[src/imufp_pkg.sv]
// ----------------------------------------------------------------------------
// imufp_pkg
// Shared codes, widths and the reading scaler of the inertial sensor frame
// parser.
// ----------------------------------------------------------------------------
package imufp_pkg;

  // input commands
  localparam logic [1:0] CMD_BYTE     = 2'd0;
  localparam logic [1:0] CMD_TICK     = 2'd1;
  localparam logic [1:0] CMD_LINK_ERR = 2'd2;

  // frame kinds reported with each result
  localparam logic [2:0] KIND_NONE  = 3'd0;
  localparam logic [2:0] KIND_ACCEL = 3'd1;
  localparam logic [2:0] KIND_GYRO  = 3'd2;
  localparam logic [2:0] KIND_ANGLE = 3'd3;
  localparam logic [2:0] KIND_OTHER = 3'd4;

  // link status codes
  localparam logic [1:0] LINK_NOT_READY = 2'd0;
  localparam logic [1:0] LINK_OK        = 2'd1;
  localparam logic [1:0] LINK_CSUM_ERR  = 2'd2;
  localparam logic [1:0] LINK_ERR       = 2'd3;

  // frame bytes
  localparam logic [7:0] HDR_BYTE = 8'h55;
  localparam logic [7:0] TYPE_ACC = 8'h51;
  localparam logic [7:0] TYPE_GYR = 8'h52;
  localparam logic [7:0] TYPE_ANG = 8'h53;

  // configuration register indexes
  localparam int unsigned CFG_IDX_W  = 3;
  localparam int unsigned CFG_DATA_W = 16;
  localparam logic [CFG_IDX_W-1:0] REG_ACCEL_RANGE = 3'd0;
  localparam logic [CFG_IDX_W-1:0] REG_GYRO_RANGE  = 3'd1;
  localparam logic [CFG_IDX_W-1:0] REG_ANGLE_RANGE = 3'd2;
  localparam logic [CFG_IDX_W-1:0] REG_TIMEOUT     = 3'd3;

  localparam int unsigned RANGE_W   = 12;
  localparam int unsigned TIMEOUT_W = 16;
  localparam int unsigned RAW_W     = 16;
  localparam int unsigned VALUE_W   = 28;
  localparam int unsigned NUM_VEC   = 3;

  localparam int unsigned WIN_LEN = 10;
  localparam int unsigned FILL_W  = 4;

  localparam logic [RANGE_W-1:0]   ACCEL_RANGE_RST = 12'd16;
  localparam logic [RANGE_W-1:0]   GYRO_RANGE_RST  = 12'd2000;
  localparam logic [RANGE_W-1:0]   ANGLE_RANGE_RST = 12'd180;
  localparam logic [TIMEOUT_W-1:0] TIMEOUT_RST     = 16'd500;

  typedef logic [7:0] byte_t;

  // little-endian signed reading times unsigned range, 15 fraction bits
  function automatic logic signed [VALUE_W-1:0] scale_reading(
    input byte_t               lo,
    input byte_t               hi,
    input logic [RANGE_W-1:0]  range
  );
    logic signed [RAW_W-1:0]         raw;
    logic signed [RANGE_W:0]         rng;
    logic signed [RAW_W+RANGE_W:0]   prod;
    raw  = $signed({hi, lo});
    rng  = $signed({1'b0, range});
    prod = raw * rng;
    return prod[VALUE_W-1:0];
  endfunction

endpackage

[src/imu_frame_parser_with_staleness.sv]
// ----------------------------------------------------------------------------
// imu_frame_parser_with_staleness
// Serial frame parser for an inertial sensor with per-vector staleness marks.
// ----------------------------------------------------------------------------
// Usage:
//   Input channel (in_valid_i / in_stall_o) carries one command per transfer:
//   a received byte, a staleness tick or a link error. Every transfer yields
//   exactly one result on the output channel (out_valid_o / out_stall_i):
//   frame kind, three scaled readings, link status and the three fresh marks.
//   A result passes through the input register, then the result register,
//   before it is presented. Throughput: one transfer per cycle while the
//   output is not stalled. The result stage holds the ten-byte checksum
//   adder tree and three 16x12 multipliers; nothing iterates.
//   A stalled result stays in the result register while the input register
//   keeps one more item; input stall rises only when both are occupied.
//   Reset empties the byte window, clears all fresh marks and stamps, sets the
//   link status to ok and loads the default range and timeout registers.
//   Registers are written through cfg_we_i / cfg_index_i / cfg_wdata_i and
//   take effect on the next item; indexes beyond the list are ignored.
// ----------------------------------------------------------------------------
module imu_frame_parser_with_staleness import imufp_pkg::*; #(
  parameter int unsigned TIME_BITS = 32
) (
  input  logic                      clk_i,
  input  logic                      rst_ni,
  // configuration
  input  logic                      cfg_we_i,
  input  logic [CFG_IDX_W-1:0]      cfg_index_i,
  input  logic [CFG_DATA_W-1:0]     cfg_wdata_i,
  // input channel
  input  logic                      in_valid_i,
  output logic                      in_stall_o,
  input  logic [1:0]                command_i,
  input  logic [7:0]                rx_byte_i,
  input  logic [31:0]               now_ms_i,
  // output channel
  output logic                      out_valid_o,
  input  logic                      out_stall_i,
  output logic [2:0]                frame_kind_o,
  output logic signed [VALUE_W-1:0] value_x_o,
  output logic signed [VALUE_W-1:0] value_y_o,
  output logic signed [VALUE_W-1:0] value_z_o,
  output logic [1:0]                link_state_o,
  output logic                      accel_valid_o,
  output logic                      gyro_valid_o,
  output logic                      angle_valid_o
);

  // configuration registers
  logic [RANGE_W-1:0]   accel_range_q, gyro_range_q, angle_range_q;
  logic [TIMEOUT_W-1:0] timeout_q;

  always_ff @(posedge clk_i or negedge rst_ni) begin
    if (!rst_ni) begin
      accel_range_q <= ACCEL_RANGE_RST;
      gyro_range_q  <= GYRO_RANGE_RST;
      angle_range_q <= ANGLE_RANGE_RST;
      timeout_q     <= TIMEOUT_RST;
    end else if (cfg_we_i) begin
      case (cfg_index_i)
        REG_ACCEL_RANGE: accel_range_q <= cfg_wdata_i[RANGE_W-1:0];
        REG_GYRO_RANGE:  gyro_range_q  <= cfg_wdata_i[RANGE_W-1:0];
        REG_ANGLE_RANGE: angle_range_q <= cfg_wdata_i[RANGE_W-1:0];
        REG_TIMEOUT:     timeout_q     <= cfg_wdata_i[TIMEOUT_W-1:0];
        default: ;
      endcase
    end
  end

  // input register
  logic                 s1_valid_q;
  logic [1:0]           cmd_q;
  byte_t                byte_q;
  logic [TIME_BITS-1:0] now_q;

  logic advance;
  logic fire;

  assign advance    = !out_valid_o || !out_stall_i;
  assign fire       = s1_valid_q && advance;
  assign in_stall_o = s1_valid_q && !advance;

  always_ff @(posedge clk_i or negedge rst_ni) begin
    if (!rst_ni) begin
      s1_valid_q <= 1'b0;
    end else if (!in_stall_o) begin
      s1_valid_q <= in_valid_i;
    end
  end

  always_ff @(posedge clk_i) begin
    if (in_valid_i && !in_stall_o) begin
      cmd_q  <= command_i;
      byte_q <= rx_byte_i;
      now_q  <= TIME_BITS'(now_ms_i);
    end
  end

  // parser state
  byte_t                win_q [WIN_LEN];
  byte_t                win_d [WIN_LEN];
  logic [FILL_W-1:0]    fill_q, fill_d;
  logic [NUM_VEC-1:0]   fresh_q, fresh_d;
  logic [TIME_BITS-1:0] stamp_q [NUM_VEC];
  logic [TIME_BITS-1:0] stamp_d [NUM_VEC];
  logic [1:0]           status_q, status_d;

  // checksum over the full window as a small adder tree
  byte_t pair_sum [WIN_LEN/2];
  byte_t win_sum;

  always_comb begin
    for (int i = 0; i < WIN_LEN/2; i++) begin
      pair_sum[i] = win_q[2*i] + win_q[2*i+1];
    end
  end

  assign win_sum = pair_sum[0] + pair_sum[1] + pair_sum[2] + pair_sum[3] + pair_sum[4];

  logic win_full;
  logic hdr_here;
  logic csum_ok;

  assign win_full = (fill_q == FILL_W'(WIN_LEN));
  assign hdr_here = win_full && (win_q[0] == HDR_BYTE);
  assign csum_ok  = (win_sum == byte_q);

  // staleness ages
  logic [NUM_VEC-1:0] too_old;

  always_comb begin
    for (int i = 0; i < NUM_VEC; i++) begin
      too_old[i] = (now_q - stamp_q[i]) > TIME_BITS'(timeout_q);
    end
  end

  logic [2:0]                kind;
  logic signed [VALUE_W-1:0] vx, vy, vz;
  logic [RANGE_W-1:0]        sel_range;

  always_comb begin
    case (win_q[1])
      TYPE_ACC: sel_range = accel_range_q;
      TYPE_GYR: sel_range = gyro_range_q;
      TYPE_ANG: sel_range = angle_range_q;
      default:  sel_range = '0;
    endcase
  end

  always_comb begin
    win_d    = win_q;
    fill_d   = fill_q;
    fresh_d  = fresh_q;
    stamp_d  = stamp_q;
    status_d = status_q;
    kind     = KIND_NONE;
    vx       = '0;
    vy       = '0;
    vz       = '0;
    if (fire) begin
      case (cmd_q)
        CMD_BYTE: begin
          if (hdr_here && csum_ok) begin
            // whole frame consumed
            fill_d   = '0;
            status_d = LINK_OK;
            case (win_q[1])
              TYPE_ACC: kind = KIND_ACCEL;
              TYPE_GYR: kind = KIND_GYRO;
              TYPE_ANG: kind = KIND_ANGLE;
              default:  kind = KIND_OTHER;
            endcase
            if (kind != KIND_OTHER) begin
              vx = scale_reading(win_q[2], win_q[3], sel_range);
              vy = scale_reading(win_q[4], win_q[5], sel_range);
              vz = scale_reading(win_q[6], win_q[7], sel_range);
              fresh_d[kind[1:0] - 2'd1] = 1'b1;
              stamp_d[kind[1:0] - 2'd1] = now_q;
            end
          end else begin
            if (hdr_here) begin
              status_d = LINK_CSUM_ERR;
            end
            if (win_full) begin
              // drop the oldest byte, resync one position later
              for (int i = 0; i < WIN_LEN - 1; i++) begin
                win_d[i] = win_q[i+1];
              end
              win_d[WIN_LEN-1] = byte_q;
            end else begin
              win_d[fill_q] = byte_q;
              fill_d        = fill_q + FILL_W'(1);
            end
          end
        end
        CMD_TICK: begin
          for (int i = 0; i < NUM_VEC; i++) begin
            if (fresh_q[i] && too_old[i]) begin
              fresh_d[i] = 1'b0;
            end
          end
        end
        CMD_LINK_ERR: begin
          fill_d   = '0;
          status_d = LINK_ERR;
        end
        default: ;
      endcase
    end
  end

  always_ff @(posedge clk_i or negedge rst_ni) begin
    if (!rst_ni) begin
      fill_q   <= '0;
      fresh_q  <= '0;
      status_q <= LINK_OK;
      for (int i = 0; i < NUM_VEC; i++) begin
        stamp_q[i] <= '0;
      end
    end else begin
      fill_q   <= fill_d;
      fresh_q  <= fresh_d;
      status_q <= status_d;
      stamp_q  <= stamp_d;
    end
  end

  always_ff @(posedge clk_i) begin
    win_q <= win_d;
  end

  // result register
  logic out_valid_q;

  always_ff @(posedge clk_i or negedge rst_ni) begin
    if (!rst_ni) begin
      out_valid_q <= 1'b0;
    end else if (advance) begin
      out_valid_q <= s1_valid_q;
    end
  end

  always_ff @(posedge clk_i) begin
    if (fire) begin
      frame_kind_o  <= kind;
      value_x_o     <= vx;
      value_y_o     <= vy;
      value_z_o     <= vz;
      link_state_o  <= status_d;
      accel_valid_o <= fresh_d[0];
      gyro_valid_o  <= fresh_d[1];
      angle_valid_o <= fresh_d[2];
    end
  end

  assign out_valid_o = out_valid_q;

  // checks
  a_frame_means_ok: assert property (@(posedge clk_i) disable iff (!rst_ni)
    out_valid_o && frame_kind_o != KIND_NONE |-> link_state_o == LINK_OK)
    else $error("frame reported without ok link status");

  a_accel_marks_fresh: assert property (@(posedge clk_i) disable iff (!rst_ni)
    out_valid_o && frame_kind_o == KIND_ACCEL |-> accel_valid_o)
    else $error("accel frame did not mark its vector fresh");

  a_values_zero: assert property (@(posedge clk_i) disable iff (!rst_ni)
    out_valid_o && (frame_kind_o == KIND_NONE || frame_kind_o == KIND_OTHER)
    |-> value_x_o == '0 && value_y_o == '0 && value_z_o == '0)
    else $error("nonzero readings without a vector frame");

  a_stall_cause: assert property (@(posedge clk_i) disable iff (!rst_ni)
    in_stall_o |-> out_valid_o && out_stall_i)
    else $error("input stalled while result register can drain");

  a_fill_bound: assert property (@(posedge clk_i) disable iff (!rst_ni)
    fill_q <= FILL_W'(WIN_LEN))
    else $error("byte window fill beyond its depth");

endmodule
[config.mk]
export PLATFORM = sky130hd
export DESIGN_NAME = imu_frame_parser_with_staleness
export DESIGN_NICKNAME = d
export VERILOG_FILES = /design/src/imufp_pkg.sv /design/src/imu_frame_parser_with_staleness.sv
export SDC_FILE = /design/constraint.sdc
export NUM_CORES = 2
export LEC_CHECK = 0
export ABC_AREA = 1
export BUFFER_PORTS_ARGS = -buffer_cell sky130_fd_sc_hd__clkbuf_2
export CORE_MARGIN = 2
export CORE_UTILIZATION = 45
export CTS_BUF_LIST = sky130_fd_sc_hd__clkbuf_8
export DETAILED_ROUTE_END_ITERATION = 10
export GPL_TIMING_DRIVEN = 0
export SYNTH_ARGS = -nofsm -noshare
export SYNTH_HDL_FRONTEND = slang
export SYNTH_SLANG_ARGS = --single-unit
[constraint.sdc]
create_clock -name clk_i -period 16.6 [get_ports clk_i]
set_clock_uncertainty 0.15 [all_clocks]
set_input_delay 1.66 -clock clk_i [delete_from_list [all_inputs] [get_ports clk_i]]
set_output_delay 1.66 -clock clk_i [all_outputs]
set_load 0.02 [all_outputs]
==> run metrics <==
Die W 321 um; EDFF count, synth 214; clock slew at reported path FFs 0.06 ns; final period utilization 58.8%; Post-Syn Area per Cell 7.91 um^2; Worst-Skew Late Latency 0.74 ns; worst vdd ir 76.5 uV; share of cells above drive strength 1 5.64%; layout net count 6,939; max incr delay on CP 0.89 ns; dpl hpwl 110,000 um; dominant cell type by area after synthesis fa_1; WS Path Type reg -> reg; Hold Fails Final Rpt 0; detailed-route via count 36,800; row cnt 116; minimum clock period 9.76 ns; clock root cell clkbuf_8; Power Total 2.76 mW; PD cells 56.0 mW/mm^2; Most Frequent Cell on Critical Path nand2_1; placer congestion estimate 0.985; initial core utilization 45.2%; CTS max path bufs 3; Sink Count 373; pre-CTS setup slack 6.77 ns; Worst Path Buf+Inv 7; post-synthesis sequential area ratio 23.1%; Fin Setup TNS 0 ns; outcome finished, final reports clean; Ys Warns 0; post-synthesis cell count 5,708; Detailed Routing Iterations Pass 1 6; routed vias/inst 5.03; Worst Path Required 16.93 ns; setup violators final 0; most frequent cells in the layout inv_1 (1,569), nand2_1 (1,389), fa_1 (578); critical path arrival 10.09 ns; Yosys reg bits 373; cts repair resizes 0; endpoint class of the critical path register; post-CTS setup buffers 0; Slew headroom 4.48%; crit-path max FO 10; synth-to-layout area growth 9.05%; Num CTS Buffers 73; final core occ 49.3%; CP Launch Type register; htree depth 3; RSZ-0062 raised after global routing false; Worst-Margin Slew 1.43 ns; Total Wirelength 133,000 um; Remaining DRCs 0; Synth Net Count 6,700; post-synth top area share 25.6%; crit-path leading delay family adder cells; FFs w/ async S/R, synth 42.6%; Total GRT Usage 26.7%; Setup WS post-layout 6.84 ns; Peak Freq 0.102 GHz; first-pass GRT wire length 210,000 um; initial antenna violation count 6; quantity of I/O buffers inserted on ports 159; # hold bufs at CTS 0; vias in the first global route 37,500; core box area 0.0999 mm^2; Netlist cell types 49; ranking of synthesized cells by area fa_1 (26%), edfxtp_1 (14%), inv_1 (13%), nand2_1 (12%), ha_1 (9.6%); full die area 0.103 mm^2; I/O pins 160; CP max stage cell clkbuf_1; drt initial violations 2,675; Slew Viols, Final 0; Routed Antenna Nets 0; max-cap check violation count 0; ys flop type edfxtp_1; Post-Syn Area 0.0452 mm^2; largest net degree at the start of global routing 110; most common cell after layout, fill and taps aside inv_1; HP Class reg -> reg; routed len/inst 18.3 um; CTS tree built; leakage 26.8 nW; grt total ovfl 0; Die Ht 321 um; # fillers 10,100
## state kept, by name, summed over array words and instances (netlist names), 4 cells and up
register and cells:
stamp_q 96, win_q 80, now_q 32, value_x_o 28
value_y_o 28, value_z_o 28, timeout_q 16, accel_range_q 12
angle_range_q 12, gyro_range_q 12, byte_q 8, fill_q 4
## worst min-delay path: cells and delay by family, from the launching register on
kind	cells	cell delay [ns]
simple gates	1	0.05
flops	1	0.34
compound gates	1	0.06
## where the power goes
group | switching (mW) | internal [mW] | total (mW) | leakage, nW
registers | 0.0425 | 1.07 | 1.11 | 4.14
logic | 0.423 | 0.221 | 0.645 | 21.8
clock network | 0.453 | 0.553 | 1.01 | 0.882
## through the flow
stage	hold WS (ns)	area, um^2	instances
2_1_floorplan	0.284	45200	5708
3_3_place_gp	0.303	47600	7165
3_5_place_dp	0.323	47700	7170
4_1_cts	0.338	49200	7304
5_1_grt	0.358	49200	7306
6_report	0.335	49200	7307
## synthesized netlist by cell type, types with 3 or more instances
| cell type | n |
|---|---|
| fa_1 | 578 |
| o211ai_1 | 10 |
| nand4_1 | 47 |
| or2_2 | 17 |
| o31ai_1 | 8 |
| and2_1 | 4 |
| a31oi_1 | 11 |
| o21ai_0 | 286 |
| nand3b_1 | 8 |
| edfxtp_1 | 214 |
| xnor2_1 | 57 |
| a21o_1 | 21 |
| dfrtp_1 | 141 |
| buf_2 | 21 |
| a21boi_0 | 9 |
| a21oi_1 | 226 |
| o221ai_1 | 6 |
| ha_1 | 348 |
| nand3_1 | 130 |
| nor4_1 | 9 |
| nor3_1 | 29 |
| dfstp_2 | 18 |
| inv_1 | 1541 |
| clkbuf_1 | 111 |
| xor2_1 | 69 |
| nand2_1 | 1389 |
| o22ai_1 | 6 |
| nand4_4 | 3 |
| o21a_1 | 9 |
| o21bai_1 | 20 |
| o21ai_1 | 17 |
| buf_1 | 25 |
| nor2_1 | 302 |
## final timing paths
kind	slack (ns)	start	cells past startpoint	to
worst max-delay path	6.84	win_q[69]$_DFFE_PP_	29	value_z_o[27]$_SDFFCE_PN0P_
worst min-delay path	0.34	angle_range_q[6]$_DFFE_PN0P_	2	angle_range_q[6]$_DFFE_PN0P_
worst max register to register	6.84	win_q[69]$_DFFE_PP_	29	value_z_o[27]$_SDFFCE_PN0P_
worst min register to register	0.34	angle_range_q[6]$_DFFE_PN0P_	2	angle_range_q[6]$_DFFE_PN0P_
max in group asynchronous	14.59	rst_ni	2	angle_range_q[8]$_DFFE_PN0P_
min in group asynchronous	0.75	rst_ni	1	s1_valid_q$_DFFE_PN0N_
## layout make-up
class	count	area, um^2	share of cell area (%)
repair buffers	164	912	1.85
multi-input cells	3633	28300	57.5
well taps	1298	1620	3.30
clock inverters	51	393	0.798
flip-flops and latches	373	10400	21.2
plain buffers	160	646	1.31
inverters	1542	5790	11.8
diodes	3	7.51	0.0152
clock buffers	83	1140	2.32
## layer usage
layer / wire, um / vias to the layer above / share of wire (%) / GRT usage [%]
li1: - / 17600 / - / -
met1: 55400 / 17800 / 42 / 34.5
met2: 63400 / 1084 / 48 / 45.2
met3: 8570 / 241 / 6.4 / 3.85
met4: 6030 / 4 / 4.5 / 11.0
met5: 23 / - / 0.017 / 0
## kinds of logic after synthesis
kind of cell / after synthesis / synth area share [%]
compound gates: 635 / 7.61
xor+xnor: 126 / 2.44
fa+ha+maj: 926 / 35.3
buf+inv: 1702 / 14.2
flops: 373 / 23.1
simple gates: 1946 / 17.3
(Power assumes the default switching activity.)
